<file path="src/rtl/dss_pkg.sv">
// Package for the drum step sequencer: word types, codes and shared constants.
`timescale 1ns / 1ps

package dss_pkg;

	// Default grid size
	localparam int TRACKS_DEF = 8;
	localparam int STEPS_DEF  = 16;

	// Step counter reduction: fold, reciprocal quotient, remainder, in that order
	localparam int COUNT_W   = 32;
	localparam int MOD_ITERS = 3;
	localparam int ITER_W    = $clog2(MOD_ITERS);

	// Configuration registers
	localparam int CFG_W   = 8;
	localparam int CFG_IDX_W = 1;
	localparam logic [CFG_IDX_W-1:0] REG_GATE_LENGTH   = 1'd0;
	localparam logic [CFG_IDX_W-1:0] REG_NOTE_VELOCITY = 1'd1;
	localparam logic [7:0] GATE_RESET     = 8'd3;
	localparam logic [6:0] VELOCITY_RESET = 7'd100;

	// Command modes
	localparam logic [2:0] MODE_STEP   = 3'd0;
	localparam logic [2:0] MODE_TOGGLE = 3'd1;
	localparam logic [2:0] MODE_QUERY  = 3'd2;
	localparam logic [2:0] MODE_CLEAR  = 3'd3;
	localparam logic [2:0] MODE_STOP   = 3'd4;

	// Result kinds
	localparam logic [1:0] KIND_TRIG  = 2'd0;
	localparam logic [1:0] KIND_OFF   = 2'd1;
	localparam logic [1:0] KIND_QUERY = 2'd2;

	// Command word
	typedef struct packed {
		logic [2:0]  mode;
		logic [31:0] step_count;
		logic [2:0]  track_sel;
		logic [3:0]  step_sel;
	} cmd_word_t;

	// Note word
	typedef struct packed {
		logic [1:0] kind;
		logic [2:0] track_out;
		logic [6:0] velocity_out;
		logic [7:0] gate_out;
		logic       cell_on;
		logic       last;
	} note_word_t;

	// Controller to datapath
	typedef struct packed {
		logic load;
		logic mod_run;
		logic col_load;
		logic emit;
		logic emit_query;
	} ctl_cmd_t;

	// Datapath to controller
	typedef struct packed {
		logic mod_done;
		logic pend_empty;
		logic pend_last;
		logic slot_free;
	} dp_sts_t;

endpackage

</file>
<file path="src/rtl/drum_step_sequencer.sv">
// Drum step sequencer: TRACKS x STEPS pattern grid with step, toggle, query, clear and stop.
// Toggle, clear and unknown modes act on the accept cycle; a query waits for a free output
// slot and then registers its word. A step reduces the 32-bit step number (fold, quotient,
// remainder), reads the column, then gives one trigger word a cycle while the output is free,
// none for an empty column. Stop gives one note-off word per track alike; one command at a time.
// Reset clears the grid, the control state and the output, and loads gate 3, velocity 100.
`timescale 1ns / 1ps

module drum_step_sequencer #(
	parameter int TRACKS = dss_pkg::TRACKS_DEF,
	parameter int STEPS  = dss_pkg::STEPS_DEF
) (
	input  logic                           clk,
	input  logic                           arst_n,
	input  logic                           cmd_valid,
	output logic                           cmd_ready,
	input  dss_pkg::cmd_word_t             cmd,
	output logic                           note_valid,
	input  logic                           note_ready,
	output dss_pkg::note_word_t            note,
	input  logic                           cfg_we,
	input  logic [dss_pkg::CFG_IDX_W-1:0]  cfg_idx,
	input  logic [dss_pkg::CFG_W-1:0]      cfg_data
);

	dss_pkg::ctl_cmd_t ctl;
	dss_pkg::dp_sts_t  sts;

	// Controller
	dss_ctrl u_ctrl (
		.clk       (clk),
		.arst_n    (arst_n),
		.cmd_valid (cmd_valid),
		.cmd_ready (cmd_ready),
		.mode      (cmd.mode),
		.sts       (sts),
		.ctl       (ctl)
	);

	// Datapath
	dss_datapath #(
		.TRACKS (TRACKS),
		.STEPS  (STEPS)
	) u_dp (
		.clk        (clk),
		.arst_n     (arst_n),
		.ctl        (ctl),
		.sts        (sts),
		.cmd        (cmd),
		.cfg_we     (cfg_we),
		.cfg_idx    (cfg_idx),
		.cfg_data   (cfg_data),
		.note_valid (note_valid),
		.note_ready (note_ready),
		.note       (note)
	);

endmodule

</file>
<file path="src/rtl/dss_ctrl.sv">
// Controller state machine of the drum step sequencer.
`timescale 1ns / 1ps

module dss_ctrl (
	input  logic              clk,
	input  logic              arst_n,
	input  logic              cmd_valid,
	output logic              cmd_ready,
	input  logic [2:0]        mode,
	input  dss_pkg::dp_sts_t  sts,
	output dss_pkg::ctl_cmd_t ctl
);

	localparam logic [2:0] ST_IDLE = 3'd0;
	localparam logic [2:0] ST_MOD  = 3'd1;
	localparam logic [2:0] ST_COL  = 3'd2;
	localparam logic [2:0] ST_EMIT = 3'd3;
	localparam logic [2:0] ST_QRY  = 3'd4;

	logic [2:0] state_q;
	logic [2:0] state_d;

	// Next state and commands
	always_comb begin
		ctl       = '0;
		state_d   = state_q;
		cmd_ready = (state_q == ST_IDLE);
		unique case (state_q)
			ST_IDLE: begin
				if (cmd_valid) begin
					ctl.load = 1'b1;
					unique case (mode)
						dss_pkg::MODE_STEP:  state_d = ST_MOD;
						dss_pkg::MODE_QUERY: state_d = ST_QRY;
						dss_pkg::MODE_STOP:  state_d = ST_EMIT;
						default:             state_d = ST_IDLE;
					endcase
				end
			end
			ST_MOD: begin
				ctl.mod_run = 1'b1;
				if (sts.mod_done)
					state_d = ST_COL;
			end
			ST_COL: begin
				ctl.col_load = 1'b1;
				state_d      = ST_EMIT;
			end
			ST_EMIT: begin
				// empty column ends the step with no word
				if (sts.pend_empty) begin
					state_d = ST_IDLE;
				end else if (sts.slot_free) begin
					ctl.emit = 1'b1;
					if (sts.pend_last)
						state_d = ST_IDLE;
				end
			end
			ST_QRY: begin
				if (sts.slot_free) begin
					ctl.emit_query = 1'b1;
					state_d        = ST_IDLE;
				end
			end
			default: state_d = ST_IDLE;
		endcase
	end

	// State register
	always_ff @(posedge clk or negedge arst_n) begin
		if (!arst_n)
			state_q <= ST_IDLE;
		else
			state_q <= state_d;
	end

endmodule

</file>
<file path="src/rtl/dss_datapath.sv">
// Datapath of the drum step sequencer: grid, step reduction, track scan, output register.
`timescale 1ns / 1ps

module dss_datapath #(
	parameter int TRACKS = dss_pkg::TRACKS_DEF,
	parameter int STEPS  = dss_pkg::STEPS_DEF
) (
	input  logic                           clk,
	input  logic                           arst_n,
	input  dss_pkg::ctl_cmd_t              ctl,
	output dss_pkg::dp_sts_t               sts,
	input  dss_pkg::cmd_word_t             cmd,
	input  logic                           cfg_we,
	input  logic [dss_pkg::CFG_IDX_W-1:0]  cfg_idx,
	input  logic [dss_pkg::CFG_W-1:0]      cfg_data,
	output logic                           note_valid,
	input  logic                           note_ready,
	output dss_pkg::note_word_t            note
);

	localparam int RW  = $clog2(STEPS);
	localparam int TRW = (TRACKS > 1) ? $clog2(TRACKS) : 1;

	// Reduction constants: fold the upper half onto the lower, then exact reciprocal
	localparam int     HALF_W = dss_pkg::COUNT_W / 2;
	localparam int     FOLD_W = HALF_W + 6;
	localparam int     HI_MOD = (1 << HALF_W) % STEPS;
	localparam int     SHIFT  = FOLD_W + RW;
	localparam longint RECIP  = ((longint'(1) << SHIFT) + longint'(STEPS) - 1) / longint'(STEPS);
	localparam int     PROD_W = 2 * FOLD_W + 1;

	logic [STEPS-1:0]               grid_q [TRACKS];
	logic [7:0]                     gate_q;
	logic [6:0]                     vel_q;
	logic [dss_pkg::COUNT_W-1:0]    cnt_q;
	logic [FOLD_W-1:0]              fold_q;
	logic [FOLD_W-1:0]              quo_q;
	logic [RW-1:0]                  rem_q;
	logic [dss_pkg::ITER_W-1:0]     iter_q;
	logic [2:0]                     trk_sel_q;
	logic [3:0]                     stp_sel_q;
	logic [1:0]                     kind_q;
	logic [TRACKS-1:0]              pend_q;
	logic                           out_valid_q;
	dss_pkg::note_word_t            out_q;

	logic [FOLD_W-1:0]              fold_next;
	logic [PROD_W-1:0]              prod;
	logic [FOLD_W-1:0]              quo_next;
	logic [RW-1:0]                  rem_next;
	logic [TRACKS-1:0]              col_vec;
	logic [TRACKS-1:0]              pend_rest;
	logic [TRW-1:0]                 low_idx;
	logic                           in_cell_ok;
	logic                           q_cell_ok;
	logic                           q_cell;
	logic                           slot_free;

	// Cell range checks
	assign in_cell_ok = (int'(cmd.track_sel) < TRACKS) && (int'(cmd.step_sel) < STEPS);
	assign q_cell_ok  = (int'(trk_sel_q) < TRACKS) && (int'(stp_sel_q) < STEPS);
	assign q_cell     = q_cell_ok ? grid_q[TRW'(trk_sel_q)][RW'(stp_sel_q)] : 1'b0;

	// Step reduction: fold, quotient by reciprocal, remainder; one stage a cycle
	assign fold_next = FOLD_W'(cnt_q[dss_pkg::COUNT_W-1:HALF_W]) * FOLD_W'(HI_MOD)
		+ FOLD_W'(cnt_q[HALF_W-1:0]);
	assign prod      = PROD_W'(fold_q) * PROD_W'(RECIP);
	assign quo_next  = FOLD_W'(prod >> SHIFT);
	assign rem_next  = RW'(fold_q - quo_q * FOLD_W'(STEPS));

	// Column of the grid at the reduced step
	always_comb begin
		for (int t = 0; t < TRACKS; t++)
			col_vec[t] = grid_q[t][rem_q];
	end

	// Lowest pending track and what remains after it
	always_comb begin
		low_idx = '0;
		for (int i = TRACKS - 1; i >= 0; i--)
			if (pend_q[i])
				low_idx = TRW'(i);
	end
	assign pend_rest = pend_q & (pend_q - TRACKS'(1));

	assign slot_free      = !out_valid_q || note_ready;
	assign sts.mod_done   = (iter_q == dss_pkg::ITER_W'(dss_pkg::MOD_ITERS - 1));
	assign sts.pend_empty = (pend_q == '0);
	assign sts.pend_last  = (pend_rest == '0);
	assign sts.slot_free  = slot_free;

	// Pattern grid: toggle and clear act on the accept cycle
	always_ff @(posedge clk or negedge arst_n) begin
		if (!arst_n) begin
			for (int t = 0; t < TRACKS; t++)
				grid_q[t] <= '0;
		end else if (ctl.load) begin
			if (cmd.mode == dss_pkg::MODE_CLEAR) begin
				for (int t = 0; t < TRACKS; t++)
					grid_q[t] <= '0;
			end else if (cmd.mode == dss_pkg::MODE_TOGGLE && in_cell_ok) begin
				grid_q[TRW'(cmd.track_sel)][RW'(cmd.step_sel)] <=
					~grid_q[TRW'(cmd.track_sel)][RW'(cmd.step_sel)];
			end
		end
	end

	// Configuration registers
	always_ff @(posedge clk or negedge arst_n) begin
		if (!arst_n) begin
			gate_q <= dss_pkg::GATE_RESET;
			vel_q  <= dss_pkg::VELOCITY_RESET;
		end else if (cfg_we) begin
			unique case (cfg_idx)
				dss_pkg::REG_GATE_LENGTH:   gate_q <= cfg_data[7:0];
				dss_pkg::REG_NOTE_VELOCITY: vel_q  <= cfg_data[6:0];
				default: ;
			endcase
		end
	end

	// Command latch and step reduction stages
	always_ff @(posedge clk) begin
		if (ctl.load) begin
			cnt_q     <= cmd.step_count;
			iter_q    <= '0;
			trk_sel_q <= cmd.track_sel;
			stp_sel_q <= cmd.step_sel;
		end else if (ctl.mod_run) begin
			fold_q <= fold_next;
			quo_q  <= quo_next;
			rem_q  <= rem_next;
			iter_q <= iter_q + dss_pkg::ITER_W'(1);
		end
	end

	// Pending tracks of the current step or stop
	always_ff @(posedge clk or negedge arst_n) begin
		if (!arst_n) begin
			pend_q <= '0;
			kind_q <= dss_pkg::KIND_TRIG;
		end else if (ctl.load) begin
			if (cmd.mode == dss_pkg::MODE_STOP) begin
				pend_q <= '1;
				kind_q <= dss_pkg::KIND_OFF;
			end else begin
				pend_q <= '0;
				kind_q <= dss_pkg::KIND_TRIG;
			end
		end else if (ctl.col_load) begin
			pend_q <= col_vec;
		end else if (ctl.emit) begin
			pend_q <= pend_rest;
		end
	end

	// Output register
	always_ff @(posedge clk or negedge arst_n) begin
		if (!arst_n)
			out_valid_q <= 1'b0;
		else if (ctl.emit || ctl.emit_query)
			out_valid_q <= 1'b1;
		else if (note_ready)
			out_valid_q <= 1'b0;
	end

	always_ff @(posedge clk) begin
		if (ctl.emit) begin
			out_q.kind      <= kind_q;
			out_q.track_out <= 3'(low_idx);
			out_q.cell_on   <= 1'b0;
			out_q.last      <= (pend_rest == '0);
			if (kind_q == dss_pkg::KIND_TRIG) begin
				out_q.velocity_out <= vel_q;
				out_q.gate_out     <= gate_q;
			end else begin
				out_q.velocity_out <= '0;
				out_q.gate_out     <= '0;
			end
		end else if (ctl.emit_query) begin
			out_q.kind         <= dss_pkg::KIND_QUERY;
			out_q.track_out    <= trk_sel_q;
			out_q.velocity_out <= '0;
			out_q.gate_out     <= '0;
			out_q.cell_on      <= q_cell;
			out_q.last         <= 1'b1;
		end
	end

	assign note_valid = out_valid_q;
	assign note       = out_q;

endmodule
</file>
<file path="config.mk">
export PLATFORM = sky130hd
export DESIGN_NAME = drum_step_sequencer
export DESIGN_NICKNAME = d
export VERILOG_FILES = /design/src/rtl/dss_pkg.sv /design/src/rtl/drum_step_sequencer.sv /design/src/rtl/dss_ctrl.sv /design/src/rtl/dss_datapath.sv
export SDC_FILE = /design/constraint.sdc
export NUM_CORES = 1
export LEC_CHECK = 0
export BUFFER_PORTS_ARGS = -buffer_cell sky130_fd_sc_hd__buf_2
export CAP_MARGIN = 10
export CORE_MARGIN = 2
export CORE_UTILIZATION = 40
export CTS_CLUSTER_DIAMETER = 120
export DETAILED_ROUTE_END_ITERATION = 10
export GPL_ROUTABILITY_DRIVEN = 0
export PLACE_DENSITY_LB_ADDON = 0.2
export SYNTH_ARGS = -nofsm -noshare
export SYNTH_HDL_FRONTEND = slang
export SYNTH_SLANG_ARGS = --single-unit
export TNS_END_PERCENT = 10
</file>
<file path="constraint.sdc">
create_clock -name clk -period 3.65 [get_ports clk]
set_clock_uncertainty 0.2 [all_clocks]
set_input_delay 0.73 -clock clk [delete_from_list [all_inputs] [get_ports clk]]
set_output_delay 0.73 -clock clk [all_outputs]
set_load 0.05 [all_outputs]
</file>
==> impl_metrics.yaml, run 1 <==
status:
  outcome: "finished, final reports clean"
finish:
  fin_nets: 1266
  final_cell_area_sq_mm: 0.0138
  fin_util_pct: 45.1
  area_growth_pct: 11.3
  final_cell_count_no_fill: 1619
  drive_gt1_share_pct: 23.9
timing:
  fmax_ghz: 0.332
  rsz0062_at_grt: "false"
  slew_viol_final: 0
  setup_viol: 0
  tns_ns: 0
  period_needed_ns: 3.01
  period_share_pct: 82.5
  hold_viol_final: 0
  worst_pin_slew_ns: 1.16
  slew_headroom_pct: 22.0
logic_synthesis:
  yosysTopAreaCellShare_pct: 30.5
  synth_xor_area_share_pct: 0.0708
  synth_commonest_cells: "o21ai_0 (173), dfrtp_1 (151), a21oi_1 (148), o31ai_1 (93), mux4_2 (79)"
  synth_simple_gate_area_share_pct: 9.75
  ys_seq_area_share_pct: 41.8
  synth.most_common_cell: "o21ai_0"
  yosys-top-cells-area: "dfrtp_1 (31%), mux4_2 (14%), edfxtp_1 (9.7%), o21ai_0 (7.0%), a21oi_1 (6.0%)"
  syn-num-nets: 1250
  synth_compound_area_share_pct: 24.3
  ys_types: 67
  synth_top_area_cell: "dfrtp_1"
  yosys.area_share.adder_pct: 0.182
  syn_avg_cell_area_sq_um: 10.4
  ys.flop_type: "dfrtp_1"
  synth_edf_count: 40
  synthArstFlopShare_pct: 78.4
  synth_area_sq_mm: 0.0124
  yosysWarnings: 0
  synth_mux_area_share_pct: 19.1
  ys_ff_latch: 199
  synth_top_family_by_area: "compound AO/OA/AOI/OAI gates"
  synthCells: 1193
clock_network:
  postCtsHoldBufs: 0
  clkLatencyLatePin_ns: 0.46
  ctsRootBufferMaster: "clkbuf_16"
  cts_num_sinks: 199
  post_cts_buffers: 0
  ctsHtreeMaxLevel: 4
  clockBufferDepth: 2
  clk_pin_slew_worst_paths_ns: 0.08
  cts_tree: "done"
  numCtsBuffers: 17
  ctsResizeCount: 0
detailed_routing:
  post-route-drc-count: 0
  wl_met2_microns: 19100
  drt-vias-per-instance: 6.62
  wl_microns: 42900
  vias: 10700
  wl_met3_microns: 3910
  top_layer: "met5"
  wl_met1_microns: 18200
  antenna_left: 0
  drtPass1Iterations: 5
  wl_per_cell_microns: 26.5
  drt_iter0_drc: 1304
global_routing:
  grt_max_degree: 129
  grt_pass1_wl_microns: 66200
  grtUsageTotal_pct: 26.5
  grt_pass1_vias: 10300
  grt-ovfl-total: 0
  antenna_found_initial: 1
power:
  comb_power_share_pct: 27.7
  p_leak_nw: 5.35
  clock_power_share_pct: 30.7
  switching_share_pct: 36.2
  pwr-share-seq_pct: 41.6
  power_density_mw_per_mm2: 480
  p_int_mw: 4.21
  p_sw_mw: 2.40
  ir_worst_vdd_v: 0.000338
  power.total_mw: 6.61
die:
  die_w_microns: 180
  rows: 64
  coreArea_sq_mm: 0.0305
  dieArea_sq_mm: 0.0324
  start_util_pct: 40.6
  io-pin-count: 80
  die_h_microns: 180
job:
  max_cap_viol_count: 0
critical_path:
  regToRegStartpoint: "u_ctrl.state_q[0]"
  path_cells: "nor3_2 > nand2_2 > inv_2 > nand3b_1 > a311o_1 > nor4_2 > nand4_1 > buf_4 > o31ai_1"
  cpPeakStageDelay_ns: 0.46
  crit_arrival_ns: 3.15
  r2r_end: "u_dp.grid_q[123]"
  critPathKind: "reg -> reg"
  crit_required_ns: 3.79
  path_max_fanout: 45
  reg2reg_depth: 9
  end_kind: "flop"
  start_kind: "flop"
  slowest_stage: "dfrtp_1"
  regToRegSetupSlack_ns: 0.64
placed_design:
  dp_hpwl_microns: 28400
  portBuffers: 51
  dpl_cell_area_sq_mm: 0.0132
  placed_cells: 1586
min_path:
  hp-class: "in -> async"
-- worst max-delay path by stage --
stage / startpoint / to / slack (ns)
finish: u_ctrl.state_q[0] / u_dp.grid_q[123] / 0.64
CTS: u_ctrl.state_q[0] / u_dp.grid_q[123] / 0.66
detailed placement: cmd[4] / u_dp.grid_q[123] / 0.24
floorplan: u_ctrl.state_q[2] / u_dp.grid_q[83] / 0.42
global route: u_ctrl.state_q[0] / u_dp.grid_q[107] / 0.36
global placement: cmd[4] / u_dp.grid_q[73] / 0.26
-- cells by family (layout without fill, tap and decap cells) --
family	count (synthesis)	in the layout
compound gates	494	494
xor+xnor	1	1
fa+ha+maj	2	2
buf+inv	131	160
flops	199	199
mux	133	133
other cells	0	1
simple gates	233	233
-- power by group through the flow --
stage	Clock [mW]	Sequential [mW]	Combinational (mW)
global placement	0	2.79	1.81
global route	2.14	2.78	1.98
detailed placement	0	2.79	1.83
CTS	2.05	2.75	1.83
finish	2.03	2.75	1.83
floorplan	0	2.95	1.12
-- layout by cell type, fill, tap and decap left out, types with 4 or more instances in the layout --
cell       count
o21ai_0      173
dfrtp_1      151
a21oi_1      148
o31ai_1       93
mux4_2        79
nand2_1       76
buf_4         62
buf_2         49
edfxtp_1      40
nor2_1        38
mux2i_1       29
nand3_1       25
mux2_2        23
and2_1        18
clkbuf_16     17
o31ai_2       16
a22oi_1       15
nor2b_1       12
nand2b_1      10
nor3_1         9
inv_1          8
and3b_1        8
a31oi_1        6
and3_1         6
a211oi_1       6
a221oi_1       6
buf_12         6
nand3b_1       5
nor3b_1        5
dfstp_2        5
nor3_2         4
nand4_1        4
o21ai_1        4
inv_6          4
-- worst max-delay path, delay by kind of cell (launching register included) --
family	cells	cell delay, ns
AND/OR/NAND/NOR	5	1.04
AO/OA/AOI/OAI	2	0.72
flip-flops	1	0.46
buffers and inverters	2	0.43
-- routing by layer --
layer,vias to the layer above,track usage (%)
met3,119,5.49
li1,4638,-
met2,648,39.9
met5,-,0
met4,2,10.3
met1,5315,37.6
-- cell type report --
| cell class | count | area (sq um) |
|---|---|---|
| multi-input combinational | 863 | 6620 |
| antenna | 1 | 2.50 |
| sequential | 199 | 5170 |
| clock buffer | 19 | 443 |
| clock inverter | 13 | 159 |
| tap | 396 | 495 |
| timing repair buffer | 118 | 842 |
| fill | 2879 | 16700 |
| inverter | 10 | 37.5 |
-- state kept, by name, indices dropped and copies added (netlist names) --
name and count:
u_dp.iter_q 2, u_dp.note 22, u_dp.fold_q 4, u_dp.cnt_q 4
u_dp.stp_sel_q 4, u_dp.trk_sel_q 3, u_dp.gate_q 8, u_dp.grid_q 128
u_dp.vel_q 7, u_dp.pend_q 8, u_dp.kind_q 1, u_dp.rem_q 4
u_ctrl.state_q 3, u_dp.note_valid 1
-- metrics by stage --
stage / worst slack [ns] / hold WS [ns]
6_report: 0.640 / 0.0731
5_1_grt: 0.356 / 0.115
4_1_cts: 0.657 / 0.102
3_5_place_dp: 0.239 / 0.205
3_3_place_gp: 0.264 / 0.203
2_1_floorplan: 0.420 / 0.200
No activity file was read; power rests on OpenSTA's default activity.
==> run 2, diff against run 1 <==
Clock period 3.65 ns to 2.45 ns, I/O delays scaled along.
==> run 2 against run 1 <==
Against the previous run:
- the flow now finishes with violations (setup timing)
- fmax is 11% higher
- routed wire length grew 7.0%
- sequential cell count is the same
- die area stayed put
- global-route usage is 2.0 points higher
- sequential power increased by 47%
- critical path depth grew 1
- worst hold slack lost 0.055 ns
- first-iteration DRC count grew 7.7%
- combinational power up 79%
- core utilization rose by 5.1 points
- critical endpoint is now u_dp.grid_q[69]
- largest cell class unchanged
==> impl_metrics.yaml, run 2 (synthesized netlist as in run 1, its figures left out) <==
detailed_routing:
  wl_microns: 45900
  drt-vias-per-instance: 6.42
  drt_iter0_drc: 1404
  antenna_left: 0
  vias: 11400
  wl_per_cell_microns: 25.8
  drtPass1Iterations: 7
  post-route-drc-count: 0
clock_network:
  ctsRootBufferMaster: "clkbuf_16"
  cts_tree: "done"
  clockBufferDepth: 2
  clk_pin_slew_worst_paths_ns: 0.08
  ctsHtreeMaxLevel: 4
  numCtsBuffers: 17
  cts_num_sinks: 199
  clkLatencyLatePin_ns: 0.46
finish:
  drive_gt1_share_pct: 34.9
  fin_nets: 1425
  layout_commonest_cell: "buf_4"
  fillers: 2787
  area_growth_pct: 24.0
  final_cell_mix: "buf_4 (203), o21ai_0 (167), dfrtp_1 (151)"
  largest_reg_flops: 128
  top_register: "u_dp.grid_q"
timing:
  hold_viol_final: 0
  rsz0062_at_grt: "true"
  worst_pin_slew_ns: 0.704
  fmax_ghz: 0.369
  slew_viol_final: 0
  layout_setup_ws_ns: -0.261
  period_needed_ns: 2.71
  period_share_pct: 111
  slew_headroom_pct: 53.0
  setup_viol: 129
  tns_ns: -23.17
placed_design:
  dp_hpwl_microns: 32500
  post-place-ws_ns: -0.788
  portBuffers: 51
power:
  p_leak_nw: 6.27
  pwr-share-seq_pct: 38.9
  ir_worst_vdd_v: 0.000478
  p_sw_mw: 3.76
  power_density_mw_per_mm2: 676
  p_int_mw: 6.61
  switching_share_pct: 36.3
  comb_power_share_pct: 31.6
  clock_power_share_pct: 29.5
global_routing:
  antenna_found_initial: 1
  grt-ovfl-total: 0
  grtUsageTotal_pct: 28.5
  grt_max_degree: 72
  grt_pass1_wl_microns: 70400
  grt_pass1_vias: 11100
status:
  failed_checks: "setup timing"
  outcome: "finished, violations left"
die:
  start_util_pct: 40.6
  die_w_microns: 180
  rows: 64
  die_h_microns: 180
  io-pin-count: 80
  dieArea_sq_mm: 0.0324
  coreArea_sq_mm: 0.0305
critical_path:
  crit_required_ns: 2.61
  path_cells: "nor3_4 > nand2_4 > inv_8 > nand3b_1 > a311o_1 > nor4_2 > nand4_1 > buf_4 > buf_8 > o31ai_1"
  end_kind: "flop"
  startpoint: "u_ctrl.state_q[1]"
  cpPeakStageDelay_ns: 0.42
  start_kind: "flop"
  regToRegStartpoint: "u_ctrl.state_q[1]"
  reg2reg_depth: 10
  crit_arrival_ns: 2.87
  path_max_fanout: 37
  slowest_stage: "dfrtp_1"
  critPathKind: "reg -> reg"
min_path:
  min-delay-start: "cmd[7]"
  hp-class: "in -> reg"
  hold_depth: 1
job:
  max_cap_viol_count: 0
==> run 2: per-stage QoR <==
step	area (sq um)	hold slack, ns	utilization (%)	instances	total power, mW
after detailed placement	14400	0.207	47.3	1738	7.28
after global routing	15300	0.000194	50.3	1777	10.8
final	15300	0.0177	50.3	1778	10.4
after global placement	14400	0.201	47.3	1738	7.24
after floorplan	12400	-0.00559	-	1193	6.08
after CTS	15200	0.00367	49.8	1777	10.4
==> run 2: critical path: cells and delay by family, from the launching register on <==
| family | cells | cell delay, ns |
|---|---|---|
| and+or+nand+nor | 5 | 0.86 |
| buffers and inverters | 3 | 0.45 |
| AOI/OAI and AO/OA | 2 | 0.65 |
| DFF | 1 | 0.42 |
==> run 2: area by class of cell <==
cell class	instances	area (sq um)	share of cell area [%]
multi-input combinational	863	6810	44.4
sequential	199	5170	33.7
timing repair buffer	277	2200	14.4
tap	396	495	3.23
clock buffer	20	468	3.05
clock inverter	12	148	0.962
inverter	10	45.0	0.294
antenna	1	2.50	0.0163
==> run 2: layer usage <==
layer  track usage [%]  wire, microns
met4              13.7           2140
met3              5.71           4400
met1              38.9          18500
met2              43.6          20800
met5                 0              0
==> run 2: power by group through the flow <==
stage / registers (mW) / logic (mW) / clock network, mW
finish: 4.04 / 3.27 / 3.06
floorplan: 4.39 / 1.68 / 0
detailed placement: 4.10 / 3.17 / 0
CTS: 4.04 / 3.21 / 3.11
global placement: 4.09 / 3.14 / 0
global route: 4.08 / 3.51 / 3.23
==> run 2: repair_timing <==
action,in CTS,in global routing
buffers inserted,3,0
endpoints found under the setup margin,129,134
hold endpoints to repair,42,0
hold buffers,4,0
pin swaps,2,1
resized for setup,24,30
==> run 2: worst paths after layout <==
kind	end	slack (ns)
max	u_dp.grid_q[69]	-0.26
min	u_dp.cnt_q[0]	0.02
max reg2reg	u_dp.grid_q[69]	-0.26
min reg2reg	u_dp.fold_q[3]	0.22
max in group asynchronous	u_dp.gate_q[0]	1.04
min in group asynchronous	u_dp.grid_q[43]	0.33
